## config.mk

```make
export PLATFORM = sky130hd
export DESIGN_NAME = escape_rle_decoder
export DESIGN_NICKNAME = d
export VERILOG_FILES = /design/src/erld_pkg.sv /design/src/escape_rle_decoder.sv /design/src/erld_in_stage.sv /design/src/erld_decode.sv
export SDC_FILE = /design/constraint.sdc
export NUM_CORES = 1
export LEC_CHECK = 0
export BUFFER_PORTS_ARGS = -buffer_cell sky130_fd_sc_hd__buf_4
export CORE_AREA = 4 4 112 114
export CTS_BUF_LIST = sky130_fd_sc_hd__clkbuf_8
export DETAILED_ROUTE_END_ITERATION = 8
export DIE_AREA = 0 0 116 118
export PLACE_DENSITY = 0.65
export RECOVER_POWER = 50
export SKIP_CTS_REPAIR_TIMING = 1
export SLEW_MARGIN = 20
export SYNTH_ARGS = -nofsm -noshare
export SYNTH_HDL_FRONTEND = slang
export SYNTH_SLANG_ARGS = --single-unit
```

## constraint.sdc

```tcl
create_clock -name clock -period 9 [get_ports clock]
set_clock_uncertainty 0.15 [all_clocks]
set_input_delay 0.45 -clock clock [delete_from_list [all_inputs] [get_ports clock]]
set_output_delay 0.45 -clock clock [all_outputs]
set_load 0.02 [all_outputs]
```

## src/erld_pkg.sv

```systemverilog
// ----------------------------------------------------------------------------
// erld_pkg
// Shared types and constants for the escape-byte run-length decoder.
// ----------------------------------------------------------------------------
package erld_pkg;

   localparam int LENGTH_BITS    = 24;
   localparam int COUNT_BITS     = LENGTH_BITS + 1;
   localparam int BYTE_BITS      = 8;
   localparam int CSR_INDEX_BITS = 2;
   localparam int CSR_DATA_BITS  = (LENGTH_BITS > BYTE_BITS) ? LENGTH_BITS : BYTE_BITS;

   localparam logic [CSR_INDEX_BITS-1:0] CSR_ESCAPE_BYTE   = CSR_INDEX_BITS'(0);
   localparam logic [CSR_INDEX_BITS-1:0] CSR_OUTPUT_LENGTH = CSR_INDEX_BITS'(1);

   typedef enum logic [1:0] {
      PH_LITERAL = 2'd0,
      PH_VALUE   = 2'd1,
      PH_COUNT   = 2'd2,
      PH_DONE    = 2'd3
   } phase_type;

   typedef struct packed {
      logic [BYTE_BITS-1:0]   escape_byte;
      logic [LENGTH_BITS-1:0] output_length;
   } cfg_type;

   typedef struct packed {
      logic                 valid;
      logic [BYTE_BITS-1:0] in_byte;
      logic                 block_start;
   } in_item_type;

endpackage

```

## src/escape_rle_decoder.sv

```systemverilog
// ----------------------------------------------------------------------------
// escape_rle_decoder
// Escape-byte run-length decoder: one compressed byte in, at most one run out.
// ----------------------------------------------------------------------------
// Usage:
//   req_* carries the compressed stream one byte per transaction; req_tuser
//   set on a byte clears phase, held value and decoded count before it.
//   rsp_* carries one decoded run per transaction: value, length, and
//   rsp_tlast when the decoded count has reached output_length.
//   csr_* writes escape_byte (index 0) or output_length (index 1); the user
//   must write only while the decoder is idle, which the block does not enforce; other indexes are ignored.
// Timing:
//   An accepted byte passes an input register, then the decode logic loads
//   the result register, which drives rsp_tvalid once a run is decoded. One
//   byte is taken every cycle unless a waiting run stalls the output; the rate
//   is set by the single decode step between the two registers.
// Reset: empties both registers, clears phase and count, and zeroes both
//   configuration registers.
// Stall: while rsp_tready is low and a run is waiting, the input register
//   holds one more byte, then req_tready drops until the run is taken.
// ----------------------------------------------------------------------------
module escape_rle_decoder (
   input  logic                                  clock,
   input  logic                                  reset,
   input  logic                                  req_tvalid,
   output logic                                  req_tready,
   input  logic [erld_pkg::BYTE_BITS-1:0]        req_tdata,  // [7:0] in_byte
   input  logic                                  req_tuser,  // [0] block_start
   output logic                                  rsp_tvalid,
   input  logic                                  rsp_tready,
   output logic [2*erld_pkg::BYTE_BITS-1:0]      rsp_tdata,  // [7:0] run_value, [15:8] run_length
   output logic                                  rsp_tlast,  // block_done
   input  logic                                  csr_wr_en,
   input  logic [erld_pkg::CSR_INDEX_BITS-1:0]   csr_index,
   input  logic [erld_pkg::CSR_DATA_BITS-1:0]    csr_wdata
);

   erld_pkg::cfg_type     cfg_ff, cfg_in;
   erld_pkg::in_item_type item;
   logic                  take;

   always_comb begin
      cfg_in = cfg_ff;
      if (csr_wr_en) begin
         unique case (csr_index)
            erld_pkg::CSR_ESCAPE_BYTE:
               cfg_in.escape_byte = csr_wdata[erld_pkg::BYTE_BITS-1:0];
            erld_pkg::CSR_OUTPUT_LENGTH:
               cfg_in.output_length = csr_wdata[erld_pkg::LENGTH_BITS-1:0];
            default: begin
               // unmapped index: ignore
            end
         endcase
      end
   end

   always_ff @(posedge clock) begin
      if (reset) begin
         cfg_ff <= '0;
      end else begin
         cfg_ff <= cfg_in;
      end
   end

   erld_in_stage u_in_stage (
      .clock      (clock),
      .reset      (reset),
      .req_tvalid (req_tvalid),
      .req_tready (req_tready),
      .req_tdata  (req_tdata),
      .req_tuser  (req_tuser),
      .take       (take),
      .item       (item)
   );

   erld_decode u_decode (
      .clock      (clock),
      .reset      (reset),
      .cfg        (cfg_ff),
      .item       (item),
      .take       (take),
      .rsp_tvalid (rsp_tvalid),
      .rsp_tready (rsp_tready),
      .rsp_tdata  (rsp_tdata),
      .rsp_tlast  (rsp_tlast)
   );

endmodule

```

## src/erld_in_stage.sv

```systemverilog
// ----------------------------------------------------------------------------
// erld_in_stage
// Input register: captures one stream byte and its start flag per transaction.
// ----------------------------------------------------------------------------
module erld_in_stage (
   input  logic                            clock,
   input  logic                            reset,
   input  logic                            req_tvalid,
   output logic                            req_tready,
   input  logic [erld_pkg::BYTE_BITS-1:0]  req_tdata,   // [7:0] in_byte
   input  logic                            req_tuser,   // [0] block_start
   input  logic                            take,
   output erld_pkg::in_item_type           item
);

   logic                           valid_ff, valid_in;
   logic [erld_pkg::BYTE_BITS-1:0] byte_ff, byte_in;
   logic                           start_ff, start_in;
   logic                           accept;

   assign req_tready = !valid_ff || take;
   assign accept     = req_tvalid && req_tready;

   always_comb begin
      valid_in = valid_ff;
      byte_in  = byte_ff;
      start_in = start_ff;
      if (accept) begin
         valid_in = 1'b1;
         byte_in  = req_tdata;
         start_in = req_tuser;
      end else if (take) begin
         valid_in = 1'b0;
      end
   end

   always_ff @(posedge clock) begin
      if (reset) begin
         valid_ff <= 1'b0;
      end else begin
         valid_ff <= valid_in;
      end
      byte_ff  <= byte_in;
      start_ff <= start_in;
   end

   assign item.valid       = valid_ff;
   assign item.in_byte     = byte_ff;
   assign item.block_start = start_ff;

endmodule

```

## src/erld_decode.sv

```systemverilog
// ----------------------------------------------------------------------------
// erld_decode
// Phase tracking, run counting and the result register.
// ----------------------------------------------------------------------------
module erld_decode (
   input  logic                              clock,
   input  logic                              reset,
   input  erld_pkg::cfg_type                 cfg,
   input  erld_pkg::in_item_type             item,
   output logic                              take,
   output logic                              rsp_tvalid,
   input  logic                              rsp_tready,
   output logic [2*erld_pkg::BYTE_BITS-1:0]  rsp_tdata,  // [7:0] run_value, [15:8] run_length
   output logic                              rsp_tlast   // block_done
);

   localparam int CB = erld_pkg::COUNT_BITS;
   localparam int BB = erld_pkg::BYTE_BITS;

   erld_pkg::phase_type phase_ff, phase_in, phase_cur;
   logic [BB-1:0]       held_ff, held_in, held_cur;
   logic [CB-1:0]       count_ff, count_in, count_cur, count_sat;
   logic [CB:0]         count_sum;
   logic [BB-1:0]       add_n;
   logic                reached;

   logic                res_valid;
   logic [BB-1:0]       res_value, res_length;

   logic                out_valid_ff, out_valid_in;
   logic [BB-1:0]       out_value_ff, out_value_in;
   logic [BB-1:0]       out_length_ff, out_length_in;
   logic                out_done_ff, out_done_in;

   assign take = item.valid && (!out_valid_ff || rsp_tready);

   // start flag clears the block state ahead of this byte
   assign phase_cur = item.block_start ? erld_pkg::PH_LITERAL : phase_ff;
   assign held_cur  = item.block_start ? '0 : held_ff;
   assign count_cur = item.block_start ? '0 : count_ff;

   assign add_n     = (phase_cur == erld_pkg::PH_LITERAL) ? BB'(1) : item.in_byte;
   assign count_sum = {1'b0, count_cur} + {{(CB+1-BB){1'b0}}, add_n};
   assign count_sat = count_sum[CB] ? '1 : count_sum[CB-1:0];
   assign reached   = count_sat >= {1'b0, cfg.output_length};

   always_comb begin
      phase_in   = phase_cur;
      held_in    = held_cur;
      count_in   = count_cur;
      res_valid  = 1'b0;
      res_value  = item.in_byte;
      res_length = BB'(1);
      unique case (phase_cur)
         erld_pkg::PH_LITERAL: begin
            if (item.in_byte == cfg.escape_byte) begin
               phase_in = erld_pkg::PH_VALUE;
            end else begin
               count_in  = count_sat;
               phase_in  = reached ? erld_pkg::PH_DONE : erld_pkg::PH_LITERAL;
               res_valid = 1'b1;
            end
         end
         erld_pkg::PH_VALUE: begin
            held_in  = item.in_byte;
            phase_in = erld_pkg::PH_COUNT;
         end
         erld_pkg::PH_COUNT: begin
            count_in   = count_sat;
            phase_in   = reached ? erld_pkg::PH_DONE : erld_pkg::PH_LITERAL;
            res_valid  = item.in_byte != '0;
            res_value  = held_cur;
            res_length = item.in_byte;
         end
         default: begin
            // block ended: drop bytes until the next start
         end
      endcase
   end

   always_comb begin
      out_valid_in  = out_valid_ff && !rsp_tready;
      out_value_in  = out_value_ff;
      out_length_in = out_length_ff;
      out_done_in   = out_done_ff;
      if (take) begin
         out_valid_in  = res_valid;
         out_value_in  = res_value;
         out_length_in = res_length;
         out_done_in   = reached;
      end
   end

   always_ff @(posedge clock) begin
      if (reset) begin
         phase_ff     <= erld_pkg::PH_LITERAL;
         held_ff      <= '0;
         count_ff     <= '0;
         out_valid_ff <= 1'b0;
      end else begin
         if (take) begin
            phase_ff <= phase_in;
            held_ff  <= held_in;
            count_ff <= count_in;
         end
         out_valid_ff <= out_valid_in;
      end
      out_value_ff  <= out_value_in;
      out_length_ff <= out_length_in;
      out_done_ff   <= out_done_in;
   end

   assign rsp_tvalid = out_valid_ff;
   assign rsp_tdata  = {out_length_ff, out_value_ff};
   assign rsp_tlast  = out_done_ff;

   // a delivered run never has zero length
   a_len_nonzero: assert property (@(posedge clock) disable iff (reset)
      out_valid_ff |-> out_length_ff != '0)
      else $error("run with zero length in result register");

   // a run that ends the block leaves the decoder in the ended phase
   a_done_phase: assert property (@(posedge clock) disable iff (reset)
      (take && res_valid && reached) |=> phase_ff == erld_pkg::PH_DONE)
      else $error("block_done set but phase not ended");

   // the ended phase persists until a start flag
   a_done_holds: assert property (@(posedge clock) disable iff (reset)
      (take && phase_ff == erld_pkg::PH_DONE && !item.block_start)
      |=> phase_ff == erld_pkg::PH_DONE)
      else $error("left ended phase without block start");

   // count never decreases within a block
   a_count_grows: assert property (@(posedge clock) disable iff (reset)
      (take && !item.block_start) |=> count_ff >= $past(count_ff))
      else $error("decoded count decreased within a block");

endmodule
```

-- Word-level counts from Yosys, hierarchy flattened
Cells that the tools add are included.
- flip-flop bits (word level): 95
- bits in latches: 0
- memory bits (writable): 0
- memory bits (read-only): 0
- input bits: 40
- output and inout bits: 19
- word-level logic and storage cells: 49
- memories: 0
- add/sub/neg operators: 1
- multiply operators: 0
- divide/modulo/power cells: 0
- $lt $le $gt $ge: 1
- eq/ne operators: 4
- shift-type cells: 0
- multiplexer cells: 17
- bitwise operators: 0
- reduce and logical (&&, ||, !) cells: 14
- operator list (cell ; number):
    25-bit two-way mux ; 3
    25-bit case mux with 2 select lines ; 1
    8-bit two-way mux ; 4
    25-bit by 8-bit adder with 26-bit output ; 1
    25-bit by 24-bit greater-or-equal comparator with 1-bit output ; 1
    8-bit equality test ; 1
    8-bit nonzero test ; 1
    2-bit two-way mux ; 3
    2-bit case mux with 3 select lines ; 1
    2-bit by 1-bit equality test with 1-bit output (second input constant) ; 2
    2-bit zero test ; 2
    1-bit two-way mux ; 4
    2-bit AND reduction ; 2
    1-bit logical AND ; 3
    1-bit zero test ; 3
    2-bit equality test (second input constant) ; 1
    1-bit logical OR ; 2
    1-bit case mux with 2 select lines ; 1
    2-bit nonzero test ; 1

-- Logic depth before layout (Yosys ltp)
Gate-level depths: netlist (run 1).
- word-level depth: 9
- mapped depth: 22
- gate-level depth less buffers: 19

-- By module
Synthesis (run 1) repeated with hierarchy kept, for this count alone.
- cell total of the unflattened synthesis: 683
- area, all modules: 5905.7 sq um
- modules (own cells, without submodules) (module ; instances ; cells each ; area each (sq um) ; seq. area each (sq um)):
    erld_decode ; 1 ; 533 ; 4160.2 ; 1231.2
    escape_rle_decoder ; 1 ; 134 ; 1405.1 ; 640.6
    erld_in_stage ; 1 ; 16 ; 340.3 ; 290.3

-- Least setup slack after synthesis (run 1)
OpenSTA, ideal clock, no wires.
- path type: register to register
- start: register u_in_stage.start_ff
- end: register u_decode.phase_ff[0]
- library setup time: 117 ps
- data arrival time: 4774 ps
- required time: 8733 ps
- setup slack: 3959 ps
- stages on the path, launching flop included: 21
- path buffers: 3
- period minus slack after synthesis: 5041 ps
- cell sequence: edfxtp_1 buf_6 clkbuf_1 clkbuf_1 or3_1 ha_1 inv_1 fa_1 nor2b_1 o31a_1 o2111ai_2 nor4_1 mux2_2 or2_2 ha_1 a21o_1 a21o_1 a21oi_1 a21oi_1 or4_4 a22o_1
- cells in the longest elaborated chain, start to end: 9
- elaborated cells between the ends (all ways): 12
- those cells by class: 1 x add/sub; 1 x order compare; 2 x eq/ne; 7 x mux; 1 x reduce/logical
- ends and longest elaborated chain (what ; line ; RTL):
    start: declaration ; erld_in_stage.sv:18 ; logic start_ff, start_in;
    start signal: assignment ; erld_in_stage.sv:44 ; start_ff <= start_in;
    2-bit two-way mux ; erld_decode.sv:38 ; assign phase_cur = item.block_start ? erld_pkg::PH_LITERAL : phase_ff;
    2-bit zero test ; erld_decode.sv:42 ; assign add_n = (phase_cur == erld_pkg::PH_LITERAL) ? BB'(1) : item.in_byte;
    8-bit two-way mux ; erld_decode.sv:42 ;
    25-bit by 8-bit adder with 26-bit output * ; erld_decode.sv:43 ; assign count_sum = {1'b0, count_cur} + {{(CB+1-BB){1'b0}}, add_n};
    25-bit two-way mux * ; erld_decode.sv:44 ; assign count_sat = count_sum[CB] ? '1 : count_sum[CB-1:0];
    25-bit by 24-bit greater-or-equal comparator with 1-bit output * ; erld_decode.sv:45 ; assign reached = count_sat >= {1'b0, cfg.output_length};
    via u_decode.reached ; erld_decode.sv:25 ; logic reached;
    2-bit two-way mux * ; erld_decode.sv:60, erld_decode.sv:70 ;
    2-bit two-way mux ; erld_decode.sv:56 ; if (item.in_byte == cfg.escape_byte) begin
    2-bit case mux with 3 select lines * ; erld_decode.sv:54 ; unique case (phase_cur)
    end signal: assignment ; erld_decode.sv:96 ; phase_ff <= erld_pkg::PH_LITERAL;
    end signal: assignment ; erld_decode.sv:102 ; phase_ff <= phase_in;
    end: declaration ; erld_decode.sv:20 ; erld_pkg::phase_type phase_ff, phase_in, phase_cur;
The timed path passes the listed nets; every way through them passes the cells marked *.
A chain may end at the register's enable or synchronous reset.

-- Worst setup path in the final report (run 1)
- start: register u_decode.phase_ff[0]
- end: register u_decode.phase_ff[0]
- cells in the longest elaborated chain, start to end: 9
- elaborated cells between the ends (all ways): 11
- those cells by class: 1 x add/sub; 1 x order compare; 2 x eq/ne; 6 x mux; 1 x reduce/logical
- ends and longest elaborated chain (what ; line):
    2-bit two-way mux * ; erld_decode.sv:38
    2-bit zero test * ; erld_decode.sv:42
    8-bit two-way mux * ; erld_decode.sv:42
    25-bit by 8-bit adder with 26-bit output * ; erld_decode.sv:43
    25-bit two-way mux * ; erld_decode.sv:44
    25-bit by 24-bit greater-or-equal comparator with 1-bit output * ; erld_decode.sv:45
    via u_decode.reached ; erld_decode.sv:25
    2-bit two-way mux * ; erld_decode.sv:60, erld_decode.sv:70
    2-bit two-way mux ; erld_decode.sv:56
    2-bit case mux with 3 select lines * ; erld_decode.sv:54
Marks and branches as above.

==> results by group, run 1 <==
Outcome
  – Status: completed

Final layout
  – Synth-to-layout area growth: 10.6%
  – Area occupied by multi-input gates: ~0.0033 mm²
  – Nets: 819
  – FF/Latch Area: 0.00216 mm²
  – Filler cells: 1123
  – Antenna cells: 0
  – Share of cells above drive strength 1: 9.85%

STA
  – Slew Limit Fails: 0
  – Final hold vios: 0
  – Finish-stage setup viols: 0
  – Max Clock Freq: around 0.17 GHz
  – Setup TNS: 0 ns
  – Fin worst setup slack: ~3.0 ns
  – Normalized max-slew margin: 28.9%
  – Crit path time final: 5.97 ns
  – Actual slew at the worst max-slew pin: 1.06 ns
  – Final Cycle Share: ~66%
  – RSZ-0062 raised after global routing: no

Place
  – GP Congestion: 0.956
  – Dpl hpwl: ~13 mm
  – Setup WS pre-CTS: 3.12 ns
  – Port Buf Inserts: 58

Yosys
  – Post-synth top cells: nand2_1 (128), dfxtp_1 (69), a21oi_1 (67)
  – Yosys warning count: 0
  – Seq/Total Area, Yosys: 37.4%
  – Ranking of synthesized cells by area: dfxtp_1 (24%), edfxtp_1 (14%), nand2_1 (8.3%)
  – Number of synthesized register bits: 95
  – Post-synthesis instance area: slightly below 0.006 mm²
  – Syn nets: 785
  – Largest area contributor in the netlist: dfxtp_1
  – Top cell type's share of synthesized area: 23.9%
  – Netlist cell types: 70
  – Top FF cell, synth: dfxtp_1
  – Mean post-synth cell area: 8.11 µm²
  – Asr flop ratio synth: 0%
  – EDFF count, synth: 26
  – Synth Instances: 712
  – Top-count cell post-synth: nand2_1

Route
  – Pre-antenna DRT Iters: 5
  – WL/cell: around 19 µm
  – Via/cell ratio: 6.08
  – DR iter-0 viols: roughly 450
  – Drt total wl: 17.1 mm
  – Post-route ant nets: 0
  – DR vias: 5439
  – DRC: 0

Floorplanning
  – Boundary Pins: 59
  – Std-Cell Rows: 39
  – Die area: 0.0137 mm²
  – Core area: 0.0114 mm²
  – Die H: 118 µm
  – Starting Density: 50.6%
  – DIE WIDTH: between 100 and 150 µm

Critical path
  – CP cell instances: nor2_1 > nor2_1 > and2_1 > ha_1 > a211oi_1 > nor4b_4 > a211o_1 > nand3_1 > o21ai_0 > ha_1 > nand3_1 > a21boi_0 > o311ai_0 > a41o_1 > a21oi_1 > or4_4 > a22o_1
  – Worst path bufs/invs: 0
  – CP delay by family, top: simple AND/OR/NAND/NOR gates
  – Worst setup SP type: flop
  – Maximum fanout along the worst path: 25
  – Crit-path slowest cell: dfxtp_1
  – Worst path max stage delay: 0.71 ns
  – CP endpoint kind: flop
  – Worst Path Class, Setup: reg -> reg
  – Required @ worst endpoint: a little over 9 ns
  – Critical Path AT: 6.11 ns

Clock network
  – Clk_lat worst skew: 0.39 ns
  – CTS sink count: 95
  – Deepest clock path buffer count: 2
  – Cts bufs inserted: 9
  – CTS tree: built
  – Clk root buf: clkbuf_8
  – Htree depth: 3
  – Clock transition at the registers of the reported paths: 0.10 ns

Global route
  – Largest net degree at the start of global routing: between 60 and 70
  – Initial antenna violation count: 0
  – Total track usage: between 20% and 30%
  – Vias in the first global route: 5206
  – GRT overflow: 0
  – Global-route wire length before repair: between 20 and 30 mm

Job
  – Max_cap viols: 0

Pwr
  – Pwr/cell area: ~140 mW/mm²
  – Pleak: 2.60 nW
  – Maximum vdd drop: between 0.1 and 0.15 mV

Worst hold path
  – Hold crit path type: in -> reg
worst paths after layout:
path	depth (start not counted)	from	endpoint	slack (ns)
max	17	u_decode.phase_ff[0]	u_decode.phase_ff[0]	3.03
min	1	req_tdata[2]	u_in_stage.byte_ff[2]	0.10
max reg2reg	17	u_decode.phase_ff[0]	u_decode.phase_ff[0]	3.03
min reg2reg	2	cfg_ff[8]	cfg_ff[8]	0.31
stage by stage:
step | util (%) | area [µm²] | hold slack [ns] | total power [W] | instances
after floorplan | - | 5780 | 0.286 | 0.000575 | 712
after global placement | 54.8 | 6260 | 0.298 | 0.000627 | 878
after detailed placement | 54.8 | 6260 | 0.299 | 0.000630 | 878
after CTS | 56.7 | 6470 | 0.0712 | 0.000931 | 894
after global routing | 56.0 | 6390 | 0.0928 | 0.000960 | 894
final | 56.0 | 6390 | 0.105 | 0.000926 | 894
power by group:
group | total [W] | switching [W] | internal [W]
combinational | 0.000142 | 0.0000879 | 0.0000537
clock | 0.000307 | 0.000173 | 0.000134
sequential | 0.000478 | 0.0000204 | 0.000457
total | 0.000926 | 0.000281 | 0.000645
registers in the layout (all words and copies together) (netlist names):
| register | flops |
|---|---|
| u_decode.out_length_ff | 8 |
| u_decode.rsp_tlast | 1 |
| u_decode.count_ff | 25 |
| u_in_stage.start_ff | 1 |
| u_in_stage.valid_ff | 1 |
| u_decode.out_value_ff | 8 |
| u_decode.rsp_tvalid | 1 |
| u_decode.phase_ff | 2 |
| cfg_ff | 32 |
| u_decode.held_ff | 8 |
| u_in_stage.byte_ff | 8 |
cells in the final DEF, fill, tap and decap left out, drive strengths merged, types with 12 or more instances in the layout:
cell    synthesis  final
nor2           49     49
o21ai          35     35
nand3          23     23
nor2b          15     15
a22oi          15     15
mux2i          12     12
edfxtp         26     26
a21oi          67     67
nor3           14     14
buf             8     31
ha             32     32
inv            32     36
and2           17     17
clkbuf         31     40
dfxtp          69     69
nand2         128    128
cell families after synthesis:
family	count (synthesis)	synth area share, %
fa+ha+maj	33	7.28
mux	15	2.66
simple gates	307	26.1
flops	95	37.4
buf+inv	72	4.92
xor+xnor	21	3.18
compound gates	169	18.4
metal layers:
layer / wire [µm] / up-vias / global-route usage [%]
met3: 1410 / 23 / 4.16
met4: 278 / 0 / 7.90
met2: 8130 / 225 / 40.6
met1: 7320 / 2612 / 34.6
li1: - / 2579 / -
met5: 0 / - / 0
cell type report:
class	count	area share [%]
clock buffers	9	1.94
flip-flops and latches	95	33.8
inverters	33	1.94
multi-input cells	545	52.2
clock inverters	7	1.33
repair buffers	62	5.99
well taps	143	2.80
(Power assumes the default switching activity.)
==> run 2: changes to the inputs <==
Settings changed: ABC_AREA from default to 1, CORE_AREA 4 4 112 114 to 4 4 115 117, DIE_AREA 0 0 116 118 to 0 0 119 121, PLACE_DENSITY 0.65 to 0.68.
Clock period 9 ns to 5.4 ns, I/O delays scaled along.
==> results by group, run 2 <==
Yosys
  – Post-synthesis instance area: 0.00608 mm² (+5.3%)
  – Post-synth top cells: nand2_1 (141), inv_1 (112), nor2_1 (104)
  – Syn nets: 942 (+20%)
  – Mean post-synth cell area: 7.00 µm² (-14%)
  – Synth Instances: 869 (+22%)
  – Asr flop ratio synth: 0% (unchanged)
  – Ranking of synthesized cells by area: dfxtp_1 (23%), edfxtp_1 (13%), nand2_1 (8.7%)
  – Top FF cell, synth: dfxtp_1
  – Largest area contributor in the netlist: dfxtp_1
  – Number of synthesized register bits: 95 (unchanged)
  – Yosys warning count: 0 (unchanged)
  – Top cell type's share of synthesized area: 22.7% (-1.2 points)
  – Netlist cell types: 42 (-40%)
  – EDFF count, synth: 26 (unchanged)
  – Top-count cell post-synth: nand2_1
  – Seq/Total Area, Yosys: 35.6% (-1.9 points)

Floorplanning
  – Die area: 0.0144 mm² (+5.2%)
  – DIE WIDTH: 119 µm (+2.6%)
  – Die H: 121 µm (+2.5%)
  – Core area: 0.0124 mm² (+8.3%)
  – Starting Density: 49.2% (-1.4 points)
  – Boundary Pins: 59 (unchanged)
  – Std-Cell Rows: 41 (+5.1%)

Critical path
  – Worst Path Class, Setup: reg -> reg
  – Worst setup SP type: flop
  – CP cell instances: inv_1 > nor2_1 > nor2_1 > buf_4 > nor2_1 > ha_1 > nand2_1 > inv_1 > nand3_1 > nand2_1 > a21o_1 > nand2_1 > nand2_1 > ha_1 > nand2_1 > nor2_1 > and3_1 > nand2_1 > nand3_1 > nand2_1 > nand4_1 > nand2_1 > a21oi_1
  – Crit-path slowest cell: nand2_1
  – Required @ worst endpoint: 5.55 ns (-3.59 ns)
  – Maximum fanout along the worst path: 20 (-20%)
  – Worst path bufs/invs: 3 (+3)
  – RR Endpoint: u_decode.phase_ff[0]
  – Path depth of the worst reg2reg path: 23 (+6)
  – Most frequent CP cell: nand2_1
  – CP delay by family, top: simple AND/OR/NAND/NOR gates
  – Critical Path AT: 4.86 ns (-1.25 ns)
  – Worst path max stage delay: 0.61 ns (-0.10 ns)
  – CP endpoint kind: flop
  – RR Startpoint: u_decode.phase_ff[0]
  – Worst R2R Setup Slack: 0.70 ns (-2.33 ns)

Final layout
  – Non-Filler Instances: 1105 (+24%)
  – Share of cells above drive strength 1: 10.1% (+0.22 points)
  – Most common cell after layout, fill and taps aside: nand2_1
  – Most frequent cells in the layout: nand2_1 (141), inv_1 (112), nor2_1 (104)
  – Nets: 1001 (+22%)
  – Reg with most FFs: cfg_ff
  – Synth-to-layout area growth: 14.2%
  – Largest regs: cfg_ff: 32 flops, u_decode.count_ff: 25 flops
  – Number of flip-flops in the largest register: 32 (unchanged)
  – Antenna cells: 0 (unchanged)

Pwr
  – Pwr/cell area: 238 mW/mm² (+64%)
  – Switch Pwr: 0.000486 W (+73%)
  – Sequential share of power: 48.2% (-3.4 points)
  – Pleak: 3.09 nW (+19%)
  – Share of total power in the clock network: 32.2% (-0.9 points)
  – Switch share: 29.3% (-0.99 points)
  – Maximum vdd drop: 0.222 mV (+100%)
  – Internal power: 0.00117 W (+81%)
  – Logic pwr share: 19.6% (+4.3 points)

Place
  – Port Buf Inserts: 58 (unchanged)
  – Dpl hpwl: 12.9 mm (+1.9%)
  – DP Cell Count: 1075 (+22%)
  – GP Congestion: 1.01 (+5.6%)

STA
  – Crit path time final: 4.70 ns (-1.27 ns)
  – Final Cycle Share: 87.1% (+21 points)
  – Setup TNS: 0 ns (unchanged)
  – Final hold vios: 3 (+3)
  – Slew Limit Fails: 0 (unchanged)
  – Max Clock Freq: 0.213 GHz (+27%)
  – Finish-stage setup viols: 0 (unchanged)
  – Actual slew at the worst max-slew pin: 1.34 ns (+0.280 ns)
  – Hold slack: -0.0114 ns (-0.116 ns)
  – RSZ-0062 raised after global routing: no
  – Normalized max-slew margin: 10.7% (-18 points)

Route
  – Via/cell ratio: 5.30 (-13%)
  – DR iter-0 viols: 613 (+35%)
  – DRC: 0 (unchanged)
  – WL/cell: 15.7 µm (-18%)
  – Post-route ant nets: 0 (unchanged)
  – DR vias: 5858 (+7.7%)
  – Pre-antenna DRT Iters: 5 (unchanged)
  – Drt total wl: 17.4 mm (+1.2%)

Clock network
  – CTS sink count: 95 (unchanged)
  – Deepest clock path buffer count: 2 (unchanged)
  – Clock transition at the registers of the reported paths: 0.09 ns (about the same)
  – Clk_lat worst skew: 0.38 ns (about the same)
  – Htree depth: 3 (unchanged)
  – Cts bufs inserted: 9 (unchanged)
  – CTS tree: built
  – Clk root buf: clkbuf_8

Global route
  – GRT overflow: 0 (unchanged)
  – Largest net degree at the start of global routing: 49 (-20%)
  – Initial antenna violation count: 0 (unchanged)
  – Global-route wire length before repair: 28.2 mm (+3.2%)
  – Total track usage: 24.5% (-0.78 points)
  – Vias in the first global route: 5608 (+7.7%)

Worst hold path
  – Hold crit path type: in -> reg
  – WHS Endpoint: cfg_ff[30]
  – HP Start: csr_wdata[6]
  – Worst Hold Path Cells: 3 (+2)

Job
  – Max_cap viols: 0 (unchanged)

Outcome
  – Status: finished with violations
  – Failing checks: hold timing
run 2: changes by cell type after synthesis, sizes merged, moves of 8 or more:
| cell | previous run | this run |
|---|---|---|
| and2 | 17 | 0 |
| nand3 | 23 | 64 |
| o21bai | 1 | 12 |
| nor4 | 8 | 0 |
| nor2b | 15 | 0 |
| o21ai | 35 | 106 |
| a21oi | 67 | 84 |
| nand2 | 128 | 152 |
| mux2i | 12 | 0 |
| a22oi | 15 | 7 |
| inv | 32 | 115 |
| nor2 | 49 | 111 |
run 2: metrics by stage:
stage	total power (W)	instance area [µm²]	hold WS [ns]	util, %	worst slack [ns]
2_1_floorplan	0.00103	6080	0.219	-	1.62
4_1_cts	0.00167	6880	-0.104	55.7	0.790
6_report	0.00166	6940	-0.0114	56.2	0.696
3_3_place_gp	0.00113	6650	0.293	53.8	0.938
3_5_place_dp	0.00113	6650	0.294	53.8	0.834
5_1_grt	0.00174	6940	0.000889	56.2	0.270
run 2: worst reg2reg max path, stage by stage (launching register included):
cell     delay (ns)
dfxtp_1        0.35
inv_1          0.22
nor2_1         0.09
nor2_1         0.31
buf_4          0.29
nor2_1         0.07
ha_1           0.37
nand2_1        0.08
inv_1          0.05
nand3_1        0.08
nand2_1        0.11
a21o_1         0.23
nand2_1        0.61
nand2_1        0.26
ha_1           0.41
nand2_1        0.09
nor2_1         0.17
and3_1         0.18
nand2_1        0.06
nand3_1        0.08
nand2_1        0.08
nand4_1        0.12
nand2_1        0.07
a21oi_1        0.11
run 2: cells by family (layout without fill, tap and decap cells):
family	count (synthesis)	after routing	synth area share (%)
XOR/XNOR	16	16	2.31
AO/OA/AOI/OAI	223	223	19.7
adder cells (fa/ha/maj)	33	33	6.91
buffers and inverters	149	213	9.71
flip-flops	95	95	35.6
AND/OR/NAND/NOR	353	353	25.8
run 2: how the worst max path moves through the flow:
stage / from / endpoint / slack, ns / cells past startpoint
after detailed placement: u_decode.phase_ff[0] / u_decode.phase_ff[0] / 0.83 / 23
after global routing: u_decode.phase_ff[0] / u_decode.phase_ff[0] / 0.27 / 23
after global placement: u_decode.phase_ff[0] / u_decode.phase_ff[0] / 0.94 / 23
after floorplan: u_in_stage.start_ff / u_decode.rsp_tlast / 1.62 / 25
after CTS: u_decode.phase_ff[0] / u_decode.phase_ff[0] / 0.79 / 23
final: u_decode.phase_ff[0] / u_decode.phase_ff[0] / 0.70 / 23
run 2: metal layers:
layer	wire length (µm)	track usage [%]	up-vias
met5	0	0	-
met3	963	3.36	48
met4	706	12.4	0
li1	-	-	3005
met1	7660	31.4	2611
met2	8020	40.5	194
run 2: power groups by stage:
stage | Combinational, W | Clock [W] | Sequential [W]
6_report | 0.000325 | 0.000533 | 0.000797
4_1_cts | 0.000321 | 0.000547 | 0.000797
3_3_place_gp | 0.000317 | 0 | 0.000813
2_1_floorplan | 0.000213 | 0 | 0.000814
5_1_grt | 0.000370 | 0.000572 | 0.000801
3_5_place_dp | 0.000319 | 0 | 0.000813
run 2: layout make-up:
cell class | count | area (µm²)
fill | 1222 | 5420
timing repair buffer | 82 | 572
sequential | 95 | 2160
clock inverter | 6 | 91.3
multi-input combinational | 625 | 3330
clock buffer | 10 | 138
tap | 172 | 215
inverter | 115 | 439
